`src/rtl/core/lifegen_pkg.sv`:
```
// Shared types, constants and cell-rule functions for the row stencil block.
package lifegen_pkg;

    localparam int MAX_WIDTH = 64;
    localparam int ROW_W     = 64;
    localparam int CFG_W     = 7;
    localparam int QUEUE_DEPTH = 2;

    localparam logic [CFG_W-1:0] GRID_WIDTH_RESET = 7'd38;

    // Neighbor counts of the B3/S23 rule
    localparam logic [3:0] BIRTH_COUNT   = 4'd3;
    localparam logic [3:0] SURVIVE_COUNT = 4'd2;

    typedef logic [ROW_W-1:0] t_row;

    // One accepted input row together with the window it sees
    typedef struct packed {
        t_row above;
        t_row middle;
        t_row row;
        logic pending;
        logic last;
    } t_job;

    // Mask of the cells in use for a given width, saturated at MAX_WIDTH
    function automatic t_row width_mask(input logic [CFG_W-1:0] w);
        logic [CFG_W-1:0] ws;
        t_row m;
        ws = (w > CFG_W'(MAX_WIDTH)) ? CFG_W'(MAX_WIDTH) : w;
        if (ws >= CFG_W'(ROW_W)) begin
            m = '1;
        end else begin
            m = (t_row'(1) << ws[5:0]) - t_row'(1);
        end
        return m;
    endfunction

    // Next state of the middle row from its three-row window
    function automatic t_row life_next(input t_row up, input t_row mid,
                                       input t_row down, input t_row mask);
        t_row u_l, u_r, m_l, m_r, d_l, d_r, res;
        logic [3:0] n;
        u_l = (up & mask) << 1;
        u_r = (up & mask) >> 1;
        m_l = (mid & mask) << 1;
        m_r = (mid & mask) >> 1;
        d_l = (down & mask) << 1;
        d_r = (down & mask) >> 1;
        res = '0;
        for (int k = 0; k < ROW_W; k++) begin
            n = 4'(u_l[k]) + 4'(up[k] & mask[k]) + 4'(u_r[k])
              + 4'(m_l[k]) + 4'(m_r[k])
              + 4'(d_l[k]) + 4'(down[k] & mask[k]) + 4'(d_r[k]);
            res[k] = (n == BIRTH_COUNT) || (mid[k] && mask[k] && (n == SURVIVE_COUNT));
        end
        return res & mask;
    endfunction

endpackage

```
`src/rtl/core/lifegen_if.sv`:
```
// Handshake channel interfaces: input rows, result rows and width writes.
interface lifegen_row_if;
    import lifegen_pkg::*;
    logic valid;
    logic ready;
    logic [ROW_W-1:0] row_cells;
    logic last_row;
    modport source (output valid, output row_cells, output last_row, input ready);
    modport sink (input valid, input row_cells, input last_row, output ready);
endinterface

interface lifegen_res_if;
    import lifegen_pkg::*;
    logic valid;
    logic ready;
    logic [ROW_W-1:0] next_cells;
    logic last_out;
    modport source (output valid, output next_cells, output last_out, input ready);
    modport sink (input valid, input next_cells, input last_out, output ready);
endinterface

interface lifegen_cfg_if;
    import lifegen_pkg::*;
    logic valid;
    logic ready;
    logic [CFG_W-1:0] grid_width;
    modport source (output valid, output grid_width, input ready);
    modport sink (input valid, input grid_width, output ready);
endinterface

```
`src/rtl/core/lifegen_front.sv`:
```
// Front end: width register, row window and classification of accepted rows.
module lifegen_front (
    input  logic                i_clk,
    input  logic                i_rst_n,
    lifegen_row_if.sink         i_row,
    lifegen_cfg_if.sink         i_cfg,
    input  logic                i_q_full,
    output logic                o_push,
    output lifegen_pkg::t_job   o_job,
    output lifegen_pkg::t_row   o_mask
);
    import lifegen_pkg::*;

    logic [CFG_W-1:0] r_grid_width;
    t_row r_above, n_above;
    t_row r_middle, n_middle;
    logic r_pending, n_pending;
    t_row row_m;
    logic accept;

    assign o_mask      = width_mask(r_grid_width);
    assign i_cfg.ready = 1'b1;
    assign i_row.ready = !i_q_full;
    assign accept      = i_row.valid && i_row.ready;
    assign row_m       = i_row.row_cells & o_mask;

    // Package the row with its window; drop rows that yield no result
    assign o_job = '{above: r_above, middle: r_middle, row: row_m,
                     pending: r_pending, last: i_row.last_row};
    assign o_push = accept && (r_pending || i_row.last_row);

    // Slide the window, or clear it after the last row
    always_comb begin
        n_above   = r_above;
        n_middle  = r_middle;
        n_pending = r_pending;
        if (accept) begin
            if (i_row.last_row) begin
                n_above   = '0;
                n_middle  = '0;
                n_pending = 1'b0;
            end else begin
                n_above   = r_pending ? r_middle : '0;
                n_middle  = row_m;
                n_pending = 1'b1;
            end
        end
    end

    always_ff @(posedge i_clk) begin
        if (!i_rst_n) begin
            r_grid_width <= GRID_WIDTH_RESET;
            r_above      <= '0;
            r_middle     <= '0;
            r_pending    <= 1'b0;
        end else begin
            if (i_cfg.valid) begin
                r_grid_width <= i_cfg.grid_width;
            end
            r_above   <= n_above;
            r_middle  <= n_middle;
            r_pending <= n_pending;
        end
    end

endmodule

```
`src/rtl/core/lifegen_queue.sv`:
```
// Two-entry queue of classified rows between the front and back ends.
module lifegen_queue (
    input  logic                i_clk,
    input  logic                i_rst_n,
    input  logic                i_push,
    input  lifegen_pkg::t_job   i_job,
    input  logic                i_pop,
    output logic                o_full,
    output logic                o_valid,
    output lifegen_pkg::t_job   o_head
);
    import lifegen_pkg::*;

    localparam int PTR_W = $clog2(QUEUE_DEPTH);

    t_job r_mem [QUEUE_DEPTH];
    logic [PTR_W-1:0] r_wr_ptr, r_rd_ptr;
    logic [PTR_W:0]   r_count;

    assign o_full  = (r_count == (PTR_W+1)'(QUEUE_DEPTH));
    assign o_valid = (r_count != '0);
    assign o_head  = r_mem[r_rd_ptr];

    // Store entries
    always_ff @(posedge i_clk) begin
        if (i_push) begin
            r_mem[r_wr_ptr] <= i_job;
        end
    end

    // Advance pointers and occupancy
    always_ff @(posedge i_clk) begin
        if (!i_rst_n) begin
            r_wr_ptr <= '0;
            r_rd_ptr <= '0;
            r_count  <= '0;
        end else begin
            if (i_push) begin
                r_wr_ptr <= r_wr_ptr + PTR_W'(1);
            end
            if (i_pop) begin
                r_rd_ptr <= r_rd_ptr + PTR_W'(1);
            end
            r_count <= r_count + (PTR_W+1)'(i_push) - (PTR_W+1)'(i_pop);
        end
    end

    a_count_bound: assert property (@(posedge i_clk) disable iff (!i_rst_n)
        r_count <= (PTR_W+1)'(QUEUE_DEPTH))
        else $error("queue occupancy beyond depth");
    a_no_pop_empty: assert property (@(posedge i_clk) disable iff (!i_rst_n)
        i_pop |-> o_valid)
        else $error("pop from empty queue");
    a_no_push_full: assert property (@(posedge i_clk) disable iff (!i_rst_n)
        (i_push && !i_pop) |-> !o_full)
        else $error("push into full queue");

endmodule

```
`src/rtl/core/lifegen_back.sv`:
```
// Back end: runs the cell rule on queued rows and holds the result register.
module lifegen_back (
    input  logic                i_clk,
    input  logic                i_rst_n,
    input  logic                i_q_valid,
    input  lifegen_pkg::t_job   i_head,
    input  lifegen_pkg::t_row   i_mask,
    output logic                o_pop,
    lifegen_res_if.source       o_res
);
    import lifegen_pkg::*;

    logic r_phase;
    logic r_out_valid;
    t_row r_out_cells;
    logic r_out_last;
    logic emit_last;
    logic final_item;
    logic load;
    t_row up, mid, down;

    // Pick which of the entry's results goes out this time
    assign emit_last  = !i_head.pending || r_phase;
    assign final_item = emit_last || !i_head.last;
    assign load       = i_q_valid && (!r_out_valid || o_res.ready);
    assign o_pop      = load && final_item;

    assign up   = emit_last ? (i_head.pending ? i_head.middle : '0) : i_head.above;
    assign mid  = emit_last ? i_head.row : i_head.middle;
    assign down = emit_last ? '0 : i_head.row;

    assign o_res.valid      = r_out_valid;
    assign o_res.next_cells = r_out_cells;
    assign o_res.last_out   = r_out_last;

    // Load the result register and track the entry phase
    always_ff @(posedge i_clk) begin
        if (!i_rst_n) begin
            r_phase     <= 1'b0;
            r_out_valid <= 1'b0;
        end else begin
            if (load) begin
                r_phase     <= !final_item;
                r_out_valid <= 1'b1;
            end else if (o_res.ready) begin
                r_out_valid <= 1'b0;
            end
        end
    end

    always_ff @(posedge i_clk) begin
        if (load) begin
            r_out_cells <= life_next(up, mid, down, i_mask);
            r_out_last  <= emit_last && i_head.last;
        end
    end

    a_phase_entry: assert property (@(posedge i_clk) disable iff (!i_rst_n)
        r_phase |-> (i_q_valid && i_head.pending && i_head.last))
        else $error("second phase without a two-result entry");
    a_phase_pop: assert property (@(posedge i_clk) disable iff (!i_rst_n)
        (load && r_phase) |-> o_pop)
        else $error("second phase did not retire the entry");
    a_last_pops: assert property (@(posedge i_clk) disable iff (!i_rst_n)
        (load && emit_last && i_head.last) |-> o_pop)
        else $error("final row result did not retire its entry");

endmodule

```
`src/rtl/core/life_generation_row_stencil_unit.sv`:
```
// Top level of the row-serial B3/S23 generation stencil.
//
// Channels: i_row takes one grid row per item (row_cells, last_row);
// o_res gives result rows (next_cells, last_out); i_cfg writes grid_width
// and is always ready. Cells at or beyond grid_width are dead.
// Each accepted row emits the next state of the row before it, if one is
// held; a last row also emits its own next state flagged with last_out.
// With the queue empty, an accepted item is written into the queue at the
// accepting edge, and its first result is then loaded into the result register
// that drives o_res; a second result of the same entry follows it.
// Throughput: one result per cycle while o_res is ready, set by the single
// result register; rows that emit one result or none are taken every cycle
// while the queue has room; a last row after a held row gives two results.
// Reset empties the queue and window and sets grid_width to 38.
// When o_res stalls, the result holds and the two-entry queue fills, after
// which i_row.ready drops until the receiver takes an item.
module life_generation_row_stencil_unit (
    input  logic            i_clk,
    input  logic            i_rst_n,
    lifegen_row_if.sink     i_row,
    lifegen_cfg_if.sink     i_cfg,
    lifegen_res_if.source   o_res
);
    import lifegen_pkg::*;

    logic q_full, q_valid, push, pop;
    t_job job, head;
    t_row mask;

    lifegen_front u_front (
        .i_clk   (i_clk),
        .i_rst_n (i_rst_n),
        .i_row   (i_row),
        .i_cfg   (i_cfg),
        .i_q_full(q_full),
        .o_push  (push),
        .o_job   (job),
        .o_mask  (mask)
    );

    lifegen_queue u_queue (
        .i_clk   (i_clk),
        .i_rst_n (i_rst_n),
        .i_push  (push),
        .i_job   (job),
        .i_pop   (pop),
        .o_full  (q_full),
        .o_valid (q_valid),
        .o_head  (head)
    );

    lifegen_back u_back (
        .i_clk    (i_clk),
        .i_rst_n  (i_rst_n),
        .i_q_valid(q_valid),
        .i_head   (head),
        .i_mask   (mask),
        .o_pop    (pop),
        .o_res    (o_res)
    );

endmodule

```
`src/flat_wrapper.sv`:
```
// flat-port wrapper written by rule: the top's interface ports become plain ports
module life_generation_row_stencil_unit_flat import lifegen_pkg::*;
  (i_clk, i_rst_n, i_row_valid, i_row_row_cells, i_row_last_row, i_row_ready, i_cfg_valid, i_cfg_grid_width, i_cfg_ready, o_res_valid, o_res_next_cells, o_res_last_out, o_res_ready);
  lifegen_row_if i_row_i ();
  lifegen_cfg_if i_cfg_i ();
  lifegen_res_if o_res_i ();
  input  logic i_clk;
  input  logic i_rst_n;
  input wire logic [$bits(i_row_i.valid)-1:0] i_row_valid;
  input wire logic [$bits(i_row_i.row_cells)-1:0] i_row_row_cells;
  input wire logic [$bits(i_row_i.last_row)-1:0] i_row_last_row;
  output wire logic [$bits(i_row_i.ready)-1:0] i_row_ready;
  input wire logic [$bits(i_cfg_i.valid)-1:0] i_cfg_valid;
  input wire logic [$bits(i_cfg_i.grid_width)-1:0] i_cfg_grid_width;
  output wire logic [$bits(i_cfg_i.ready)-1:0] i_cfg_ready;
  output wire logic [$bits(o_res_i.valid)-1:0] o_res_valid;
  output wire logic [$bits(o_res_i.next_cells)-1:0] o_res_next_cells;
  output wire logic [$bits(o_res_i.last_out)-1:0] o_res_last_out;
  input wire logic [$bits(o_res_i.ready)-1:0] o_res_ready;
  assign i_row_i.valid = i_row_valid;
  assign i_row_i.row_cells = i_row_row_cells;
  assign i_row_i.last_row = i_row_last_row;
  assign i_row_ready = i_row_i.ready;
  assign i_cfg_i.valid = i_cfg_valid;
  assign i_cfg_i.grid_width = i_cfg_grid_width;
  assign i_cfg_ready = i_cfg_i.ready;
  assign o_res_valid = o_res_i.valid;
  assign o_res_next_cells = o_res_i.next_cells;
  assign o_res_last_out = o_res_i.last_out;
  assign o_res_i.ready = o_res_ready;
  life_generation_row_stencil_unit u_core (.i_clk(i_clk), .i_rst_n(i_rst_n), .i_row(i_row_i), .i_cfg(i_cfg_i), .o_res(o_res_i));
endmodule
```
`config.mk`:
```
export PLATFORM = sky130hd
export DESIGN_NAME = life_generation_row_stencil_unit_flat
export DESIGN_NICKNAME = d
export VERILOG_FILES = /design/src/rtl/core/lifegen_pkg.sv /design/src/rtl/core/lifegen_if.sv /design/src/rtl/core/lifegen_front.sv /design/src/rtl/core/lifegen_queue.sv /design/src/rtl/core/lifegen_back.sv /design/src/rtl/core/life_generation_row_stencil_unit.sv /design/src/flat_wrapper.sv
export SDC_FILE = /design/constraint.sdc
export NUM_CORES = 2
export LEC_CHECK = 0
export CAP_MARGIN = 20
export CORE_MARGIN = 2
export CORE_UTILIZATION = 65
export CTS_BUF_LIST = sky130_fd_sc_hd__clkbuf_8
export CTS_CLUSTER_SIZE = 30
export DETAILED_ROUTE_END_ITERATION = 16
export DONT_BUFFER_PORTS = 1
export PLACE_DENSITY = 0.81
export SYNTH_ARGS = -nofsm -noshare
export SYNTH_HDL_FRONTEND = slang
export SYNTH_SLANG_ARGS = --single-unit
```
`constraint.sdc`:
```
create_clock -name i_clk -period 12.6 [get_ports i_clk]
set_input_delay 1.89 -clock i_clk [delete_from_list [all_inputs] [get_ports i_clk]]
set_output_delay 1.89 -clock i_clk [all_outputs]
set_load 0.03 [all_outputs]
```
* Yosys cells after proc, flatten, opt, wreduce, memory -nomap -nowiden
Memory sizes are Yosys's and may differ from the RTL's. A register that Yosys moved wholly into a read port is not among the register bits.
Index checks and enable logic that the tools add are counted.
** Operators by class
- Equal/unequal tests :: 129
- Shifts and indexed selects :: 1
- $add $sub $neg :: 447
- $lt $le $gt $ge :: 2
- Muxes and demuxes :: 16
- Reductions and logical operators :: 208
- Bitwise gates (word level) :: 133
** Operators with widths (number)
- $add A4 B1 Y4 :: 250
- $eq A4 B2 Y1 const B :: 128
- $mux W64 :: 8
- $and A64 B64 Y64 :: 5
- $add A3 B1 Y4 :: 64
- $add A2 B1 Y3 :: 64
- $logic_and A1 B1 Y1 :: 133
- $add A1 B1 Y2 :: 64
- $and A1 B1 Y1 :: 128
- $logic_or A1 B1 Y1 :: 68
- $shl A1 B6 Y64 const A :: 1
- $sub A64 B1 Y64 const B :: 1
- $ge A7 B7 Y1 const B :: 1
- $gt A7 B7 Y1 const B :: 1
- $mux W1 :: 7
- $mux W7 :: 1
- $logic_not A1 Y1 :: 5
- $reduce_bool A2 Y1 :: 2
- $add A1 B1 Y1 const B :: 2
- $add A2 B1 Y2 :: 1
- $eq A2 B2 Y1 const B :: 1
- $sub A2 B1 Y2 :: 1
** Word-level totals
- Register bits :: 207
- Output and inout bits :: 68
- Input bits :: 77
- Word-level logic and storage cells :: 948
- Memories kept :: 1
- Bits in writable memories :: 388
** Memory list
- u_core.u_queue.r_mem :: depth 2, width 194, rd ports 1, clocked after memory_dff 1, wr ports 1, RTL line lifegen_queue.sv:16 : t_job r_mem [QUEUE_DEPTH];

* Logic depth before layout (Yosys ltp)
- Word-level depth :: 17
- Depth in mapped cells :: 28
- Mapped depth without buffers :: 22

* Hierarchy
From an unflattened synthesis, not the netlist that was laid out.
** Unflattened totals
- Cell total of the unflattened synthesis :: 2992
- Area total of the unflattened synthesis :: 37435.9 µm²
** By module, submodules not included
- lifegen_back :: cells an instance 1520, area an instance 15422.3 µm², seq. area each 1991.9 µm², instances 1
- lifegen_queue :: cells an instance 625, area an instance 14896.8 µm², seq. area each 11751.3 µm², instances 1
- lifegen_front :: cells an instance 847, area an instance 7116.8 µm², seq. area each 2722.6 µm², instances 1

* Least setup slack after synthesis
Ideal clock, no wire load.
- Path type :: input port to flip-flop
- From :: in i_row_valid
- To :: reg u_core.u_queue.r_wr_ptr
- Required time :: 12.504 ns
- Stages :: 3
- Path slack :: 1.701 ns
- Setup time :: 0.096 ns
- Data arrival time :: 10.803 ns
- Cell sequence :: o211ai_1 > nor2_1 > o21a_1
** Between the ends
- Cells in the longest elaborated chain, start to end :: 2
** Ends and longest elaborated chain
- start: declaration :: RTL line flat_wrapper.sv:9 : input wire logic [$bits(i_row_i.valid)-1:0] i_row_valid;
- $logic_and A1 B1 Y1 :: RTL line lifegen_front.sv:24 : assign accept = i_row.valid && i_row.ready;
- $logic_and A1 B1 Y1 :: RTL line lifegen_front.sv:30 : assign o_push = accept && (r_pending || i_row.last_row);
- end signal: assignment :: RTL line lifegen_queue.sv:39 : r_wr_ptr <= r_wr_ptr + PTR_W'(1);
- end: declaration :: RTL line lifegen_queue.sv:17 : logic [PTR_W-1:0] r_wr_ptr, r_rd_ptr;
Every way passes these cells.
A chain may end at the register's enable or synchronous reset.

* Worst setup path after layout
- From :: reg u_core.u_front.r_grid_width[6]
- To :: reg u_core.u_back.r_out_cells[19], in the netlist u_core.u_back.o_res.next_cells[19], data pin
** Between the ends
- Cells in the longest elaborated chain, start to end :: 17
- Elaborated cells between the ends (all ways) :: 24
** Ends and longest elaborated chain
- start: declaration :: RTL line lifegen_front.sv:14 : logic [CFG_W-1:0] r_grid_width;
- start signal: assignment :: RTL line lifegen_front.sv:58 : r_grid_width <= i_cfg.grid_width;
- $gt A7 B7 Y1 :: RTL line lifegen_pkg.sv:30 : ws = (w > CFG_W'(MAX_WIDTH)) ? CFG_W'(MAX_WIDTH) : w;
- $mux W7 (*) :: RTL line lifegen_pkg.sv:30
- $shl A1 B6 Y64 :: RTL line lifegen_pkg.sv:34 : m = (t_row'(1) << ws[5:0]) - t_row'(1);
- $sub A64 B1 Y64 :: RTL line lifegen_pkg.sv:34
- $mux W64 (*) :: RTL line lifegen_pkg.sv:31 : if (ws >= CFG_W'(ROW_W)) begin
- $and A64 B64 Y64 or $and A1 B1 Y1 (tied branches) :: RTL line lifegen_pkg.sv:45, lifegen_pkg.sv:52
- $add A1 B1 Y2 :: RTL line lifegen_pkg.sv:52 : n = 4'(u_l[k]) + 4'(up[k] & mask[k]) + 4'(u_r[k])
- $add A2 B1 Y3 :: RTL line lifegen_pkg.sv:52
- $add A3 B1 Y4 :: RTL line lifegen_pkg.sv:53 : + 4'(m_l[k]) + 4'(m_r[k])
- $add A4 B1 Y4 :: RTL line lifegen_pkg.sv:53
- $add A4 B1 Y4 (3 in series) :: RTL line lifegen_pkg.sv:54 : + 4'(d_l[k]) + 4'(down[k] & mask[k]) + 4'(d_r[k]);
- $eq A4 B2 Y1 :: RTL line lifegen_pkg.sv:55 : res[k] = (n == BIRTH_COUNT) || (mid[k] && mask[k] && (n == SURVIVE_COUNT));
- $logic_and A1 B1 Y1 :: RTL line lifegen_pkg.sv:55
- $logic_or A1 B1 Y1 :: RTL line lifegen_pkg.sv:55
- $and A64 B64 Y64 (*) :: RTL line lifegen_pkg.sv:57 : return res & mask;
- end signal: assignment :: RTL line lifegen_back.sv:53 : r_out_cells <= life_next(up, mid, down, i_mask);
- end: declaration :: RTL line lifegen_back.sv:15 : t_row r_out_cells;
Mark *: on every way between the ends. The rest lies on a longest branch, timed or not.

==> reports/qor.txt <==
Mapped Cells -> 3021
most used flip-flop cell after synthesis -> edfxtp_1
HPWL Detailed -> 62900 um
WHS -> 0.449 ns
global-route wire length before repair -> 146000 um
most frequent cell after synthesis -> edfxtp_1
number of synthesized flops with an enable pin -> 453
Ports -> 145
Worst VDD drop -> 0.000266 V
clock latency on the worst-skew pair -> 0.72 ns
pwr/cell area -> 250 nW/um^2
FF+latch count, synth -> 596
die width -> 242 um
Core Area -> 56200 um^2
share of the synthesized area in the top cell type -> 37.0%
CTS tree -> built
status -> finished clean
Area Growth Syn to Fin -> 7.14%
post-synthesis sequential area ratio -> 44.8%
synth top area cells -> edfxtp_1, fa_1, dfxtp_1
mapped cell area -> 36800 um^2
layout cells sized above 1 -> 8.99%
crit path capture type -> flop
Multi-input gate area -> 18700 um^2
via/cell ratio -> 6.53
post-layout util -> 70.1%
post-CTS setup buffer count -> 0
vias -> 25098
nets -> 3525
Commonest cells post-synth -> edfxtp_1, inv_1, fa_1
worst endpoint required time -> 13.04 ns
CTS sink cnt -> 596
Async SR Flop Fraction -> 0%
post-synthesis cell type count -> 81
total gr overflow -> 0
syn_nets -> 3541
CP Launch Type -> flop
root buf cell -> clkbuf_8
initial drt markers -> 2468
slack of the critical path -> 5.18 ns
Post-Layout Cell Count -> 3845
full die area -> 58500 um^2
CP Max Fanout -> 57
Worst Clk Skew -> 0.0406 ns
Hold Path Class -> flop to flop
CTS buffer count -> 95
clock slew at reported path FFs -> 0.06 ns
clk buf depth -> 3
CTS resizes -> 0
Tmin final -> 7.42 ns
num rows -> 87
largest net degree at the start of global routing -> 146
GRT Overall Usage -> 32.0%
Least-Margin Pin Slew -> 1.15 ns
Yosys warnings -> 0
First-pass DRT Iterations -> 6
area leader, netlist -> edfxtp_1
Final Slew Violations -> 0
Detailed Route WL -> 93000 um
post-placement cell count -> 3662
routability congestion estimate -> 0.974
Final Hold Viols -> 0
residual DRC count -> 0
setup TNS -> 0 ns
worst slack, placed -> 5.38 ns
Setup CP Type -> flop to flop
Synth Area per Inst -> 12.2 um^2
initial core utilization -> 65.4%
CTS HTree Levels -> 3
Filler cells -> 3902
Final setup viols -> 0
Leakage Power -> 15.7 nW
height of the die -> 242 um
DR WL/cell -> 24.2 um
max cap viols -> 0
maximum clock frequency -> 135 MHz
Post-CTS Hold Fix Bufs -> 0
Reg area -> 16500 um^2
remaining antenna violation count -> 0
RSZ-0062 raised after global routing -> no
vias in the first global route -> 26434
initial antenna violation count -> 12
max_slew headroom -> 22.7%
Port Buf Inserts -> 0
Final period util -> 58.9%
critical path data arrival time -> 7.86 ns
## power by group
group / leakage, nW / switching (mW) / internal (mW)
combinational: 9.10 / 3.20 / 2.15
sequential: 5.47 / 0.330 / 2.52
clock: 1.13 / 0.759 / 0.884
total: 15.7 / 4.29 / 5.55
## placed cells by master, fill, tap and decap left out, types with 8 or more instances in the layout
| cell type | netlist | routed |
|---|---|---|
| edfxtp_1 | 453 | 453 |
| inv_1 | 271 | 311 |
| fa_1 | 252 | 252 |
| ha_1 | 191 | 191 |
| mux2i_1 | 190 | 190 |
| dfxtp_1 | 143 | 141 |
| nor2b_1 | 139 | 139 |
| nor2_1 | 130 | 126 |
| nand2_1 | 125 | 124 |
| clkbuf_8 | 0 | 115 |
| o21ai_0 | 105 | 105 |
| nand3_1 | 100 | 100 |
| a21oi_1 | 91 | 91 |
| nor3_1 | 71 | 71 |
| a22oi_1 | 71 | 71 |
| mux4_2 | 64 | 64 |
| and2_1 | 60 | 57 |
| nand2b_1 | 39 | 38 |
| o211ai_1 | 37 | 37 |
| o22a_1 | 37 | 37 |
| or3_1 | 36 | 36 |
| buf_4 | 1 | 30 |
| o22ai_1 | 25 | 25 |
| and3_1 | 22 | 22 |
| o2111a_1 | 22 | 22 |
| o21a_1 | 19 | 19 |
| mux2_2 | 17 | 17 |
| a22o_1 | 16 | 16 |
| a31oi_1 | 11 | 11 |
| xnor2_1 | 11 | 11 |
| a32o_1 | 11 | 11 |
| a31o_2 | 8 | 8 |
| clkinv_2 | 0 | 8 |
## cell type report
type                    count  area share [%]
inverters                 272            2.59
flip-flops and latches    596            41.8
multi-input cells        2007            47.6
repair buffers             33           0.724
well taps                 756            2.40
clock inverters            59           0.820
clock buffers             115            4.02
diodes                      7          0.0445
## metrics by stage
stage | total power [mW] | instance area [um^2]
after detailed placement | 8.14 | 37400
final | 9.85 | 39400
after global routing | 10.7 | 39400
after floorplan | 6.76 | 36800
after CTS | 9.83 | 39300
after global placement | 7.68 | 37400
## sequential cells by signal (all words and copies together) (netlist names), named ones only
| register | count |
|---|---|
| u_core.u_back.o_res.last_out | 1 |
| u_core.u_back.o_res.next_cells | 64 |
| u_core.u_back.o_res.valid | 1 |
| u_core.u_back.r_phase | 1 |
| u_core.u_front.r_above | 64 |
| u_core.u_front.r_grid_width | 7 |
| u_core.u_front.r_middle | 64 |
| u_core.u_front.r_pending | 1 |
| u_core.u_queue.r_count | 2 |
| u_core.u_queue.r_mem | 388 |
| u_core.u_queue.r_rd_ptr | 1 |
| u_core.u_queue.r_wr_ptr | 1 |
## critical path, cell delays in order (launching register included)
cell and delay, ns:
dfxtp_4 0.77, buf_4 0.66, or3_1 0.34, a2bb2oi_1 0.27, and4_1 0.93, a21boi_0 0.20, nor3_1 0.97, nor2_1 0.30
fa_1 0.62, inv_1 0.06, fa_1 0.48, fa_1 0.51, inv_1 0.05, ha_1 0.21, fa_1 0.40, nand3_1 0.09
o21ai_0 0.09, o211ai_1 0.10, nor2_1 0.05
## cell families (layout without fill, tap and decap cells)
family                     count (synthesis)  after routing  share of synthesized area (%)
DFF                                      596            596                           44.8
AOI/OAI and AO/OA                        508            508                           9.61
and+or+nand+nor                          770            770                           11.1
muxes                                    271            271                           9.62
adders and majority gates                443            443                           20.2
other                                      1              8                         0.0102
buffers and inverters                    418            479                           4.36
xor gates and xnor gates                  14             14                          0.334
## final timing paths
path,cells past startpoint,end,from,slack [ns]
worst max-delay path,18,u_core.u_back.o_res.next_cells[19],u_core.u_front.r_grid_width[6],5.18
worst min-delay path,0,u_core.u_queue.r_mem[0][143],u_core.u_front.r_above[13],0.45
worst min register to register,0,u_core.u_queue.r_mem[0][143],u_core.u_front.r_above[13],0.45
worst max register to register,18,u_core.u_back.o_res.next_cells[19],u_core.u_front.r_grid_width[6],5.18
## metal layers
metal | vias to the layer above | part of all wire (%) | wire length [um] | track usage, %
li1 | 10992 | - | - | -
met1 | 12715 | 39 | 36600 | 42.1
met2 | 1137 | 49 | 45500 | 52.8
met3 | 244 | 8.1 | 7490 | 6.18
met4 | 10 | 3.5 | 3290 | 13.2
met5 | - | 0.077 | 72 | 0
(Power assumes the default switching activity.)
